$ cat src/satd_pkg.sv
`timescale 1ns / 1ps

package satd_pkg;

  // Pixel and row geometry.
  localparam int PIX_W    = 8;
  localparam int WORD_PIX = 8;
  localparam int LANE_PIX = 4;
  localparam int BUF_ROWS = 3;

  // Coefficient widths: row transform, full 13-bit arithmetic, absolute value.
  localparam int ROW_W  = 11;
  localparam int HC_W   = 13;
  localparam int ABS_W  = 12;
  localparam int BLK_W  = 16;
  localparam int HALF_W = 15;
  localparam int OUT_W  = 32;

  typedef logic [1:0] phase_t;

  // Phase of the fourth row of a tile.
  localparam phase_t PHASE_LAST = 2'd3;

  typedef logic signed [ROW_W-1:0] rc_t;
  typedef logic signed [HC_W-1:0]  hc_t;
  typedef hc_t                     hvec_t [LANE_PIX];

  // Per-lane pipeline control.
  typedef struct packed {
    logic   ld1;
    logic   ld2;
    logic   ld3;
    logic   buf_we;
    phase_t buf_sel;
  } lane_ctrl_t;

  // Merge and accumulate control.
  typedef struct packed {
    logic ld4;
    logic done3;
    logic acc_en;
    logic last4;
  } merge_ctrl_t;

  // Four-point Hadamard butterfly.
  function automatic hvec_t hadamard4(hvec_t x);
    hc_t   s0;
    hc_t   d0;
    hc_t   s1;
    hc_t   d1;
    hvec_t y;
    s0   = x[0] + x[1];
    d0   = x[0] - x[1];
    s1   = x[2] + x[3];
    d1   = x[2] - x[3];
    y[0] = s0 + s1;
    y[1] = d0 + d1;
    y[2] = s0 - s1;
    y[3] = d0 - d1;
    return y;
  endfunction

endpackage

$ cat src/satd_lane.sv
`timescale 1ns / 1ps

module satd_lane (
  input  logic                                clk,
  input  logic [satd_pkg::LANE_PIX*satd_pkg::PIX_W-1:0] cur_pix,
  input  logic [satd_pkg::LANE_PIX*satd_pkg::PIX_W-1:0] ref_pix,
  input  satd_pkg::lane_ctrl_t                ctrl,
  output logic [satd_pkg::HALF_W-1:0]         half_sum
);

  localparam int NP = satd_pkg::LANE_PIX;

  satd_pkg::rc_t              row_tr   [NP];
  satd_pkg::rc_t              row_buf  [satd_pkg::BUF_ROWS][NP];
  logic [satd_pkg::ABS_W-1:0] abs_coef [NP*NP];
  logic [satd_pkg::HALF_W-1:0] half_reg;

  satd_pkg::hvec_t            diff;
  satd_pkg::hvec_t            row_h;
  logic [satd_pkg::ABS_W-1:0] abs_next [NP*NP];
  logic [satd_pkg::BLK_W-1:0] blk_sum;

  // Pixel differences and the horizontal transform.
  always_comb begin
    for (int i = 0; i < NP; i++) begin
      diff[i] = satd_pkg::hc_t'({1'b0, cur_pix[i*satd_pkg::PIX_W +: satd_pkg::PIX_W]})
              - satd_pkg::hc_t'({1'b0, ref_pix[i*satd_pkg::PIX_W +: satd_pkg::PIX_W]});
    end
    row_h = satd_pkg::hadamard4(diff);
  end

  // First stage holds the row transform of the accepted beat.
  always_ff @(posedge clk) begin
    if (ctrl.ld1) begin
      for (int i = 0; i < NP; i++) begin
        row_tr[i] <= row_h[i][satd_pkg::ROW_W-1:0];
      end
    end
  end

  // Row buffer for the first three rows of a tile.
  always_ff @(posedge clk) begin
    if (ctrl.buf_we) begin
      for (int i = 0; i < NP; i++) begin
        row_buf[ctrl.buf_sel][i] <= row_tr[i];
      end
    end
  end

  // Vertical transform down each column and absolute values.
  always_comb begin
    satd_pkg::hvec_t col_in;
    satd_pkg::hvec_t col_out;
    for (int c = 0; c < NP; c++) begin
      for (int r = 0; r < satd_pkg::BUF_ROWS; r++) begin
        col_in[r] = satd_pkg::hc_t'(row_buf[r][c]);
      end
      col_in[NP-1] = satd_pkg::hc_t'(row_tr[c]);
      col_out = satd_pkg::hadamard4(col_in);
      for (int i = 0; i < NP; i++) begin
        if (col_out[i] < 0) begin
          abs_next[c*NP+i] = satd_pkg::ABS_W'(-col_out[i]);
        end else begin
          abs_next[c*NP+i] = satd_pkg::ABS_W'(col_out[i]);
        end
      end
    end
  end

  always_ff @(posedge clk) begin
    if (ctrl.ld2) begin
      abs_coef <= abs_next;
    end
  end

  // Block sum of the sixteen magnitudes, halved.
  always_comb begin
    blk_sum = '0;
    for (int k = 0; k < NP*NP; k++) begin
      blk_sum = blk_sum + satd_pkg::BLK_W'(abs_coef[k]);
    end
  end

  always_ff @(posedge clk) begin
    if (ctrl.ld3) begin
      half_reg <= blk_sum[satd_pkg::BLK_W-1:1];
    end
  end

  assign half_sum = half_reg;

endmodule

$ cat src/satd_merge.sv
`timescale 1ns / 1ps

module satd_merge #(
  parameter int LANES     = 2,
  parameter int SUM_WIDTH = 32
) (
  input  logic                          clk,
  input  logic                          rst,
  input  logic [satd_pkg::HALF_W-1:0]   lane_sum [LANES],
  input  satd_pkg::merge_ctrl_t         ctrl,
  output logic [satd_pkg::OUT_W-1:0]    total
);

  localparam int MW    = satd_pkg::HALF_W + $clog2(LANES);
  localparam int CMP_W = (SUM_WIDTH > satd_pkg::OUT_W) ? SUM_WIDTH : satd_pkg::OUT_W;

  logic [MW-1:0]              tile_sum;
  logic [SUM_WIDTH-1:0]       running_sum;
  logic [satd_pkg::OUT_W-1:0] total_reg;

  logic [MW-1:0]              lanes_add;
  logic [SUM_WIDTH:0]         sum_wide;
  logic [SUM_WIDTH-1:0]       sum_next;
  logic [CMP_W-1:0]           sum_ext;
  logic [satd_pkg::OUT_W-1:0] total_next;

  // Add the lane results of one finished tile.
  always_comb begin
    lanes_add = '0;
    for (int b = 0; b < LANES; b++) begin
      lanes_add = lanes_add + MW'(lane_sum[b]);
    end
  end

  always_ff @(posedge clk) begin
    if (ctrl.ld4) begin
      tile_sum <= ctrl.done3 ? lanes_add : '0;
    end
  end

  // Saturating accumulate and clamp of the reported total.
  always_comb begin
    sum_wide = {1'b0, running_sum} + (SUM_WIDTH+1)'(tile_sum);
    sum_next = sum_wide[SUM_WIDTH] ? '1 : sum_wide[SUM_WIDTH-1:0];
    sum_ext  = CMP_W'(sum_next);
    if (sum_ext > CMP_W'({satd_pkg::OUT_W{1'b1}})) begin
      total_next = '1;
    end else begin
      total_next = sum_ext[satd_pkg::OUT_W-1:0];
    end
  end

  always_ff @(posedge clk) begin
    if (rst) begin
      running_sum <= '0;
    end else if (ctrl.acc_en) begin
      running_sum <= ctrl.last4 ? '0 : sum_next;
    end
  end

  always_ff @(posedge clk) begin
    if (ctrl.acc_en && ctrl.last4) begin
      total_reg <= total_next;
    end
  end

  assign total = total_reg;

endmodule

$ cat src/satd_hadamard_4x4_sum_core.sv
`timescale 1ns / 1ps

// SATD over 4x4 Hadamard blocks. Each input beat carries one pixel row of LANES
// side-by-side 4x4 blocks; four beats make a tile, top row first. The block is
// fully pipelined: it takes one beat per clock with no gaps while the output
// register does not stall, and a result beat reaches the output register after
// the beat flagged tlast is accepted (row transform at acceptance, then column
// transform, block sum, lane merge and accumulate).
// The only stall comes from the output register: a beat flagged tlast that
// reaches the accumulator while the previous total has not been taken holds the
// pipeline until m_axis_tready. The running sum saturates at 2^SUM_WIDTH - 1
// and the reported total at 2^32 - 1. A tlast beat also ends the current tile.
module satd_hadamard_4x4_sum_core #(
  parameter int LANES     = 2,
  parameter int SUM_WIDTH = 32
) (
  input  logic         clk,
  input  logic         rst,
  input  logic         s_axis_tvalid,
  output logic         s_axis_tready,
  input  logic [127:0] s_axis_tdata,  // [63:0] cur_row, [127:64] ref_row
  input  logic         s_axis_tlast,  // last_item
  output logic         m_axis_tvalid,
  input  logic         m_axis_tready,
  output logic [31:0]  m_axis_tdata   // [31:0] satd_total
);

  localparam int WORD_W = satd_pkg::WORD_PIX * satd_pkg::PIX_W;
  localparam int LW     = satd_pkg::LANE_PIX * satd_pkg::PIX_W;

  logic [WORD_W-1:0] cur_row;
  logic [WORD_W-1:0] ref_row;

  satd_pkg::phase_t phase;
  satd_pkg::phase_t ph1;
  logic v1, v2, v3, v4, out_v;
  logic last1, last2, last3, last4;
  logic done2, done3;

  logic adv1, adv2, adv3, adv4, adv5;
  logic rdy1, rdy2, rdy3, rdy4;

  satd_pkg::lane_ctrl_t       lane_ctrl;
  satd_pkg::merge_ctrl_t      merge_ctrl;
  logic [satd_pkg::HALF_W-1:0] lane_sum [LANES];

  assign cur_row = s_axis_tdata[WORD_W-1:0];
  assign ref_row = s_axis_tdata[2*WORD_W-1:WORD_W];

  // Ready chain: each stage moves when the one after it has room.
  always_comb begin
    adv5 = v4 && (!last4 || !out_v || m_axis_tready);
    rdy4 = !v4 || adv5;
    adv4 = v3 && rdy4;
    rdy3 = !v3 || adv4;
    adv3 = v2 && rdy3;
    rdy2 = !v2 || adv3;
    adv2 = v1 && rdy2;
    rdy1 = !v1 || adv2;
    adv1 = s_axis_tvalid && rdy1;
  end

  assign s_axis_tready = rdy1;

  // Row phase within the tile; tlast starts a fresh tile.
  always_ff @(posedge clk) begin
    if (rst) begin
      phase <= '0;
    end else if (adv1) begin
      if (s_axis_tlast || phase == satd_pkg::PHASE_LAST) begin
        phase <= '0;
      end else begin
        phase <= phase + 2'd1;
      end
    end
  end

  // Stage valid bits.
  always_ff @(posedge clk) begin
    if (rst) begin
      v1    <= 1'b0;
      v2    <= 1'b0;
      v3    <= 1'b0;
      v4    <= 1'b0;
      out_v <= 1'b0;
    end else begin
      v1 <= adv1 ? 1'b1 : (adv2 ? 1'b0 : v1);
      v2 <= adv2 ? 1'b1 : (adv3 ? 1'b0 : v2);
      v3 <= adv3 ? 1'b1 : (adv4 ? 1'b0 : v3);
      v4 <= adv4 ? 1'b1 : (adv5 ? 1'b0 : v4);
      if (adv5 && last4) begin
        out_v <= 1'b1;
      end else if (m_axis_tready) begin
        out_v <= 1'b0;
      end
    end
  end

  // Tags that travel with each beat.
  always_ff @(posedge clk) begin
    if (adv1) begin
      ph1   <= phase;
      last1 <= s_axis_tlast;
    end
    if (adv2) begin
      done2 <= (ph1 == satd_pkg::PHASE_LAST);
      last2 <= last1;
    end
    if (adv3) begin
      done3 <= done2;
      last3 <= last2;
    end
    if (adv4) begin
      last4 <= last3;
    end
  end

  always_comb begin
    lane_ctrl.ld1     = adv1;
    lane_ctrl.ld2     = adv2;
    lane_ctrl.ld3     = adv3;
    lane_ctrl.buf_we  = adv2 && (ph1 != satd_pkg::PHASE_LAST);
    lane_ctrl.buf_sel = ph1;
    merge_ctrl.ld4    = adv4;
    merge_ctrl.done3  = done3;
    merge_ctrl.acc_en = adv5;
    merge_ctrl.last4  = last4;
  end

  // Lanes; pixels past the row word read as zero.
  for (genvar b = 0; b < LANES; b++) begin : g_lane
    logic [LW-1:0] cur_pix;
    logic [LW-1:0] ref_pix;
    if ((b + 1) * satd_pkg::LANE_PIX <= satd_pkg::WORD_PIX) begin : g_in
      assign cur_pix = cur_row[b*LW +: LW];
      assign ref_pix = ref_row[b*LW +: LW];
    end else begin : g_zero
      assign cur_pix = '0;
      assign ref_pix = '0;
    end

    satd_lane u_lane (
      .clk      (clk),
      .cur_pix  (cur_pix),
      .ref_pix  (ref_pix),
      .ctrl     (lane_ctrl),
      .half_sum (lane_sum[b])
    );
  end

  satd_merge #(
    .LANES     (LANES),
    .SUM_WIDTH (SUM_WIDTH)
  ) u_merge (
    .clk      (clk),
    .rst      (rst),
    .lane_sum (lane_sum),
    .ctrl     (merge_ctrl),
    .total    (m_axis_tdata)
  );

  assign m_axis_tvalid = out_v;

endmodule

$ cat config.mk
export PLATFORM = sky130hd
export DESIGN_NAME = satd_hadamard_4x4_sum_core
export DESIGN_NICKNAME = d
export VERILOG_FILES = /design/src/satd_pkg.sv /design/src/satd_lane.sv /design/src/satd_merge.sv /design/src/satd_hadamard_4x4_sum_core.sv
export SDC_FILE = /design/constraint.sdc
export NUM_CORES = 2
export LEC_CHECK = 0
export BUFFER_PORTS_ARGS = -buffer_cell sky130_fd_sc_hd__buf_2
export CAP_MARGIN = 0
export CORE_MARGIN = 2
export CORE_UTILIZATION = 37
export DETAILED_ROUTE_END_ITERATION = 8
export GPL_ROUTABILITY_DRIVEN = 0
export HOLD_SLACK_MARGIN = 0.12
export SETUP_SLACK_MARGIN = 0.15
export SKIP_LAST_GASP = 1
export SLEW_MARGIN = 30
export SYNTH_ARGS = -nofsm -noshare
export SYNTH_HDL_FRONTEND = slang
export SYNTH_SLANG_ARGS = --single-unit
$ cat constraint.sdc
create_clock -name clk -period 23.2 [get_ports clk]
set_input_delay 0 -clock clk [delete_from_list [all_inputs] [get_ports clk]]
set_output_delay 0 -clock clk [all_outputs]
set_load 0.03 [all_outputs]
# --- Word-level counts from Yosys, hierarchy flattened ---
# Memories as Yosys holds them, arrays and structs flattened.
# Index checks and enable logic that the tools add are counted.
totals:
  output_inout_bits: 34
  ramBits: 352
  reg_bits: 509
  word_cells: 317
  n_memories: 4
classes:
  addsub: 153
  n_reduce_logical: 25
  n_mux: 49
  n_eq_ne: 3
  order_cmp: 33
memory_table:
  columns: ["name", "words", "word_bits", "read_ports", "rd_clocked_by_memory_dff", "wr", "line", "text"]
  rows:
  - ["g_lane[0].u_lane.row_buf", 3, 44, 3, 0, 1, "satd_lane.sv:14", "satd_pkg::rc_t row_buf [satd_pkg::BUF_ROWS][NP];"]
  - ["g_lane[1].u_lane.row_buf", 3, 44, 3, 0, 1, "satd_lane.sv:14", null]
  - ["g_lane[0].u_lane.row_tr", 4, 11, 4, 0, 4, "satd_lane.sv:13", "satd_pkg::rc_t row_tr [NP];"]
  - ["g_lane[1].u_lane.row_tr", 4, 11, 4, 0, 4, "satd_lane.sv:13", null]
ops:
  columns: ["operator", "n"]
  rows:
  - ["16-bit by 12-bit adder with 16-bit output", 28]
  - ["13-bit by 1-bit less-than comparator with 1-bit output (second input constant)", 32]
  - ["12-bit 2-to-1 mux", 32]
  - ["12-bit negation", 32]
  - ["12-bit by 12-bit adder with 13-bit output", 18]
  - ["12-bit by 12-bit subtractor with 13-bit output", 16]
  - ["11-bit by 11-bit adder with 12-bit output", 16]
  - ["11-bit by 11-bit subtractor with 12-bit output", 16]
  - ["11-bit adder", 8]
  - ["11-bit subtractor", 8]
  - ["8-bit by 8-bit subtractor with 9-bit output", 8]
  - ["32-bit 2-to-1 mux", 2]
  - ["32-bit by 16-bit adder with 33-bit output", 1]
  - ["32-bit > comparator (second input constant)", 1]
  - ["15-bit by 15-bit adder with 16-bit output", 1]
  - ["1-bit 2-to-1 mux", 14]
  - ["2-bit nonzero test", 5]
  - ["1-bit logical AND", 7]
  - ["1-bit logical OR", 7]
  - ["1-bit logical NOT", 6]
  - ["2-bit equality test (second input constant)", 2]
  - ["2-bit by 1-bit adder with 2-bit output (second input constant)", 1]
  - ["2-bit 2-to-1 mux", 1]
  - ["2-bit inequality test (second input constant)", 1]

# --- Logic depth before layout (Yosys ltp) ---
depth:
  ltp_word: 15
  depth_mapped: 29
  depth_no_buf: 29

# --- Hierarchy ---
# From an unflattened synthesis, not the netlist that was laid out.
hier_totals:
  cells_unflattened: 9532
  hier_area_um2: 88034.4
by_module_without_submodules:
  columns: ["module", "seq_area_each_um2", "instances", "area_each_um2", "cells_each"]
  rows:
  - ["satd_lane at g_lane[1].u_lane", 10900.5, 1, 41606.2, 4525]
  - ["satd_lane at g_lane[0].u_lane", 10900.5, 1, 41011.8, 4479]
  - ["satd_merge", 2082.0, 1, 4832.1, 482]
  - ["satd_hadamard_4x4_sum_core", 380.4, 1, 584.3, 46]

# --- Least setup slack after synthesis ---
# Ideal clock, no wire load.
synth_timing:
  path_kind: "register to register"
  start: "reg out_v (netlist: m_axis_tvalid)"
  end: "reg done2, enable pin"
  setup_ns: 0.715
  arrival_time_ns: 7.881
  n_path_buf: 0
  stages_incl_launch_ff: 6
  setup_slack_ns: 14.604
  cell_sequence: "dfxtp_1 > nand2b_1 > nor2_1 > nand3_1 > nand2_1 > inv_1"
synth_between:
  elab_chain_cells: 10
synth_rtl:
  columns: ["element", "line", "text"]
  rows:
  - ["start, declared", "satd_hadamard_4x4_sum_core.sv:36", "logic v1, v2, v3, v4, out_v;"]
  - ["start signal, assigned", "satd_hadamard_4x4_sum_core.sv:85", "out_v <= 1'b0;"]
  - ["start signal, assigned", "satd_hadamard_4x4_sum_core.sv:92", "out_v <= 1'b1;"]
  - ["start signal, assigned", "satd_hadamard_4x4_sum_core.sv:94", "out_v <= 1'b0;"]
  - ["1-bit logical NOT", "satd_hadamard_4x4_sum_core.sv:52", "adv5 = v4 && (!last4 || !out_v || m_axis_tready);"]
  - ["1-bit logical OR (2 in a row)", "satd_hadamard_4x4_sum_core.sv:52", null]
  - ["1-bit logical AND", "satd_hadamard_4x4_sum_core.sv:52", null]
  - ["1-bit logical OR", "satd_hadamard_4x4_sum_core.sv:53", "rdy4 = !v4 || adv5;"]
  - ["1-bit logical AND", "satd_hadamard_4x4_sum_core.sv:54", "adv4 = v3 && rdy4;"]
  - ["1-bit logical OR", "satd_hadamard_4x4_sum_core.sv:55", "rdy3 = !v3 || adv4;"]
  - ["1-bit logical AND", "satd_hadamard_4x4_sum_core.sv:56", "adv3 = v2 && rdy3;"]
  - ["1-bit logical OR", "satd_hadamard_4x4_sum_core.sv:57", "rdy2 = !v2 || adv3;"]
  - ["1-bit logical AND", "satd_hadamard_4x4_sum_core.sv:58", "adv2 = v1 && rdy2;"]
  - ["named net adv2", "satd_hadamard_4x4_sum_core.sv:40", "logic adv1, adv2, adv3, adv4, adv5;"]
  - ["end signal, assigned", "satd_hadamard_4x4_sum_core.sv:106", "done2 <= (ph1 == satd_pkg::PHASE_LAST);"]
  - ["end, declared", "satd_hadamard_4x4_sum_core.sv:38", "logic done2, done3;"]
# The timed path passes the listed nets, and every way through them passes these cells.
# A chain may end at the register's enable or synchronous reset.

# --- Final worst setup path ---
layout_timing:
  start: "reg g_lane[0].u_lane.abs_coef[144] (netlist name)"
  end: "reg g_lane[0].u_lane.half_reg (netlist bit g_lane[0].u_lane.half_sum[14]) (data pin)"
layout_between:
  elab_chain_cells: 13
layout_rtl:
  columns: ["element", "line", "text"]
  rows:
  - ["start, declared", "satd_lane.sv:15", "logic [satd_pkg::ABS_W-1:0] abs_coef [NP*NP];"]
  - ["start signal, assigned", "satd_lane.sv:72", "abs_coef <= abs_next;"]
  - ["16-bit by 12-bit adder with 16-bit output (13 in a row)", "satd_lane.sv:80", "blk_sum = blk_sum + satd_pkg::BLK_W'(abs_coef[k]);"]
  - ["named net g_lane[0].u_lane.blk_sum, one bit", "satd_lane.sv:21", "logic [satd_pkg::BLK_W-1:0] blk_sum;"]
  - ["end signal, assigned", "satd_lane.sv:86", "half_reg <= blk_sum[satd_pkg::BLK_W-1:1];"]
  - ["end, declared", "satd_lane.sv:16", "logic [satd_pkg::HALF_W-1:0] half_reg;"]
# The timed path passes the listed nets, and every way through them passes these cells.

==> flow_summary_export.csv <==
group,metric,value,unit
route,dr.first_iter.drc_count,4018,
global_routing,grt_max_degree,85,
sta,fin_setup_tns,0,ps
sta,hold_violations,0,
worst_setup_path,cp_max_fo,6,
worst_setup_path,cp.required,23680,ps
sta,period_needed,7270,ps
cells_and_area,largest_register_ffs,364,
synthesis,yosys-mux-area-fraction,0.00577,
placed_design,dp_hpwl,169,mm
synthesis,synth_top_cells_by_count,"1403 x inv_1, 1062 x ha_1, 822 x xnor2_1",
worst_setup_path,cp_slowest_stage_delay,490,ps
synthesis,synth-main-ff-cell,"edfxtp_1",
worst_setup_path,cp-start-kind,"flop",
sta,rsz0062_at_grt,"no",
synthesis,synth_xor_xnor_area_share,0.119,
cts,clockBufferDepth,3,
worst_setup_path,cp-end-kind,"flop",
floorplan,coreArea,218000,um^2
global_routing,grt_pass1_wl,314,mm
placed_design,io_buffers,166,
cells_and_area,top_register,"g_lane.u_lane.abs_coef",
synthesis,avgSynthCellArea,9.67,um^2
route,viasPerCell,5.06,
floorplan,die_w,472,um
synthesis,ys_warn_count,0,
cts,cts_root_buffer,"clkbuf_16",
floorplan,die_y,472,um
synthesis,synth_seq_cells,825,
floorplan,start_util,0.373,
route,drt_first_pass_iters,6,
synthesis,post_synth_instance_area,81100,um^2
sta,maxSlewViolCount,0,
global_routing,antenna_found_initial,9,
cells_and_area,reg_top3,"g_lane.u_lane.abs_coef: 364 flops, g_lane.u_lane.row_buf: 252 flops, g_lane.u_lane.row_tr: 84 flops",
synthesis,syn_inst,8386,
floorplan,rows,171,
global_routing,grt_pass1_vias,57000,
synthesis,synth.area.top_cells,"edfxtp_1 29%, ha_1 16%, fa_1 9.8%",
cts,cts_resized,0,
cts,cts_htree_levels,3,
sta,finClkSkew,38.1,ps
route,wl,204,mm
worst_setup_path,path_class,"flop to flop",
sta,setup_viol,0,
cts,clkSinkCount,825,
outcome,status,"finished clean",
global_routing,grt-ovfl-total,0,
cts,clk_latency,750,ps
floorplan,dieArea,223000,um^2
job,max_cap_violations,0,
global_routing,grt_usage,0.178,
cells_and_area,syn2layout_area_growth,9.23,%
synthesis,synth_nets,9979,
synthesis,synth_cell_types,78,
sta,tightest_slew,987,ps
synthesis,synth-simple-area-share,0.0970,
route,ant_nets,0,
cts,cts_buffers,96,
cells_and_area,nets,10200,
floorplan,ios,167,
synthesis,synth_top_cell_by_area,"edfxtp_1",
synthesis,synth_compound_area_frac,0.145,
worst_setup_path,cp.arrival,7750,ps
worst_setup_path,slowest_stage,"fa_1",
cts,cts_tree,"built",
synthesis,yosysMostFrequentCell,"inv_1",
synthesis,synth-edff-count,786,
synthesis,synth_top_family_by_area,"adder cells",
cells_and_area,nFillCells,21000,
route,post-route-drc-count,0,
route,via_count,58200,
cells_and_area,drive_gt1_frac,0.0541,
min_path,hp-class,"primary input to flop",
synthesis,synth_adder_area_share,0.262,
sta,maxSlewHeadroom,0.342,
route,wl_per_cell,17.7,um
sta,fin_crit_sh,0.313,
synthesis,async_reset_ff_frac,0,
sta,fmax,138,MHz
synthesis,synth_top_area_share,0.291,
cts,cts_setup_buffers,0,
synthesis,seq_area_frac_synth,0.301,
worst_setup_path,cp_common_cell,"fa_1",
cts,path_clk_slew,60,ps
## worst max-delay path, delay by kind of cell (launching register included)
family | cells | cell delay (ps)
buffers and inverters | 3 | 170
adder cells (fa/ha/maj) | 9 | 3820
flip-flops | 1 | 480
AO/OA/AOI/OAI | 10 | 2000
XOR/XNOR | 2 | 220
AND/OR/NAND/NOR | 4 | 360
## layout by cell type (no fill, tap or decap), types with 229 or more instances in the layout
cell	n
xnor2_1	822
ha_1	1062
nor2_1	657
xor2_1	277
edfxtp_1	786
fa_1	398
nand2_1	243
o21bai_1	229
a21oi_1	621
o21ai_0	263
inv_1	1401
## stage by stage
step	worst slack (ps)	hold WS [ps]	utilization	area, um^2	instances
final	15930	174	0.407	88600	11500
after global placement	16090	215	0.392	85300	11300
after floorplan	14600	98.9	-	81100	8386
after global routing	15430	198	0.407	88600	11500
after CTS	15980	125	0.407	88600	11500
after detailed placement	16030	225	0.392	85300	11300
## cell type report
type | instances | area, um^2 | share of cell area
antenna | 1 | 2.50 | 0.0000282
multi-input combinational | 6041 | 51100 | 0.576
tap | 2854 | 3570 | 0.0403
sequential | 825 | 24400 | 0.275
clock buffer | 117 | 2580 | 0.0291
clock inverter | 62 | 596 | 0.00672
inverter | 1403 | 5280 | 0.0595
timing repair buffer | 203 | 1140 | 0.0129
## per-layer routing
metal / global-route usage / share of wire
met5: 0 / 0
met2: 0.290 / 0.45
met4: 0.0512 / 0.026
met3: 0.0207 / 0.047
met1: 0.249 / 0.47
## repair_timing
item	in CTS	in global routing
hold buffers	12	0
hold endpoints to repair	74	0
setup endpoints to repair	0	0
## final timing paths
kind,startpoint,to,slack (ps),depth (start not counted)
worst min register to register,done2,done3,410,0
worst min-delay path,s_axis_tdata[112],g_lane[1].u_lane.row_tr[2][0],170,5
worst max-delay path,g_lane[0].u_lane.abs_coef[144],g_lane[0].u_lane.half_sum[14],15930,28
worst max register to register,g_lane[0].u_lane.abs_coef[144],g_lane[0].u_lane.half_sum[14],15930,28
## logic make-up (layout without fill, tap and decap cells)
kind of cell	count (synthesis)	count (layout)
simple gates	1621	1621
mux	43	43
flops	825	825
compound gates	1818	1818
xor+xnor	1099	1099
buf+inv	1520	1785
fa+ha+maj	1460	1460
other cells	0	1
Power is left out: the tool's default activity adds up to more than one toggle a clock period on the data nets, which glitch-free logic cannot reach.
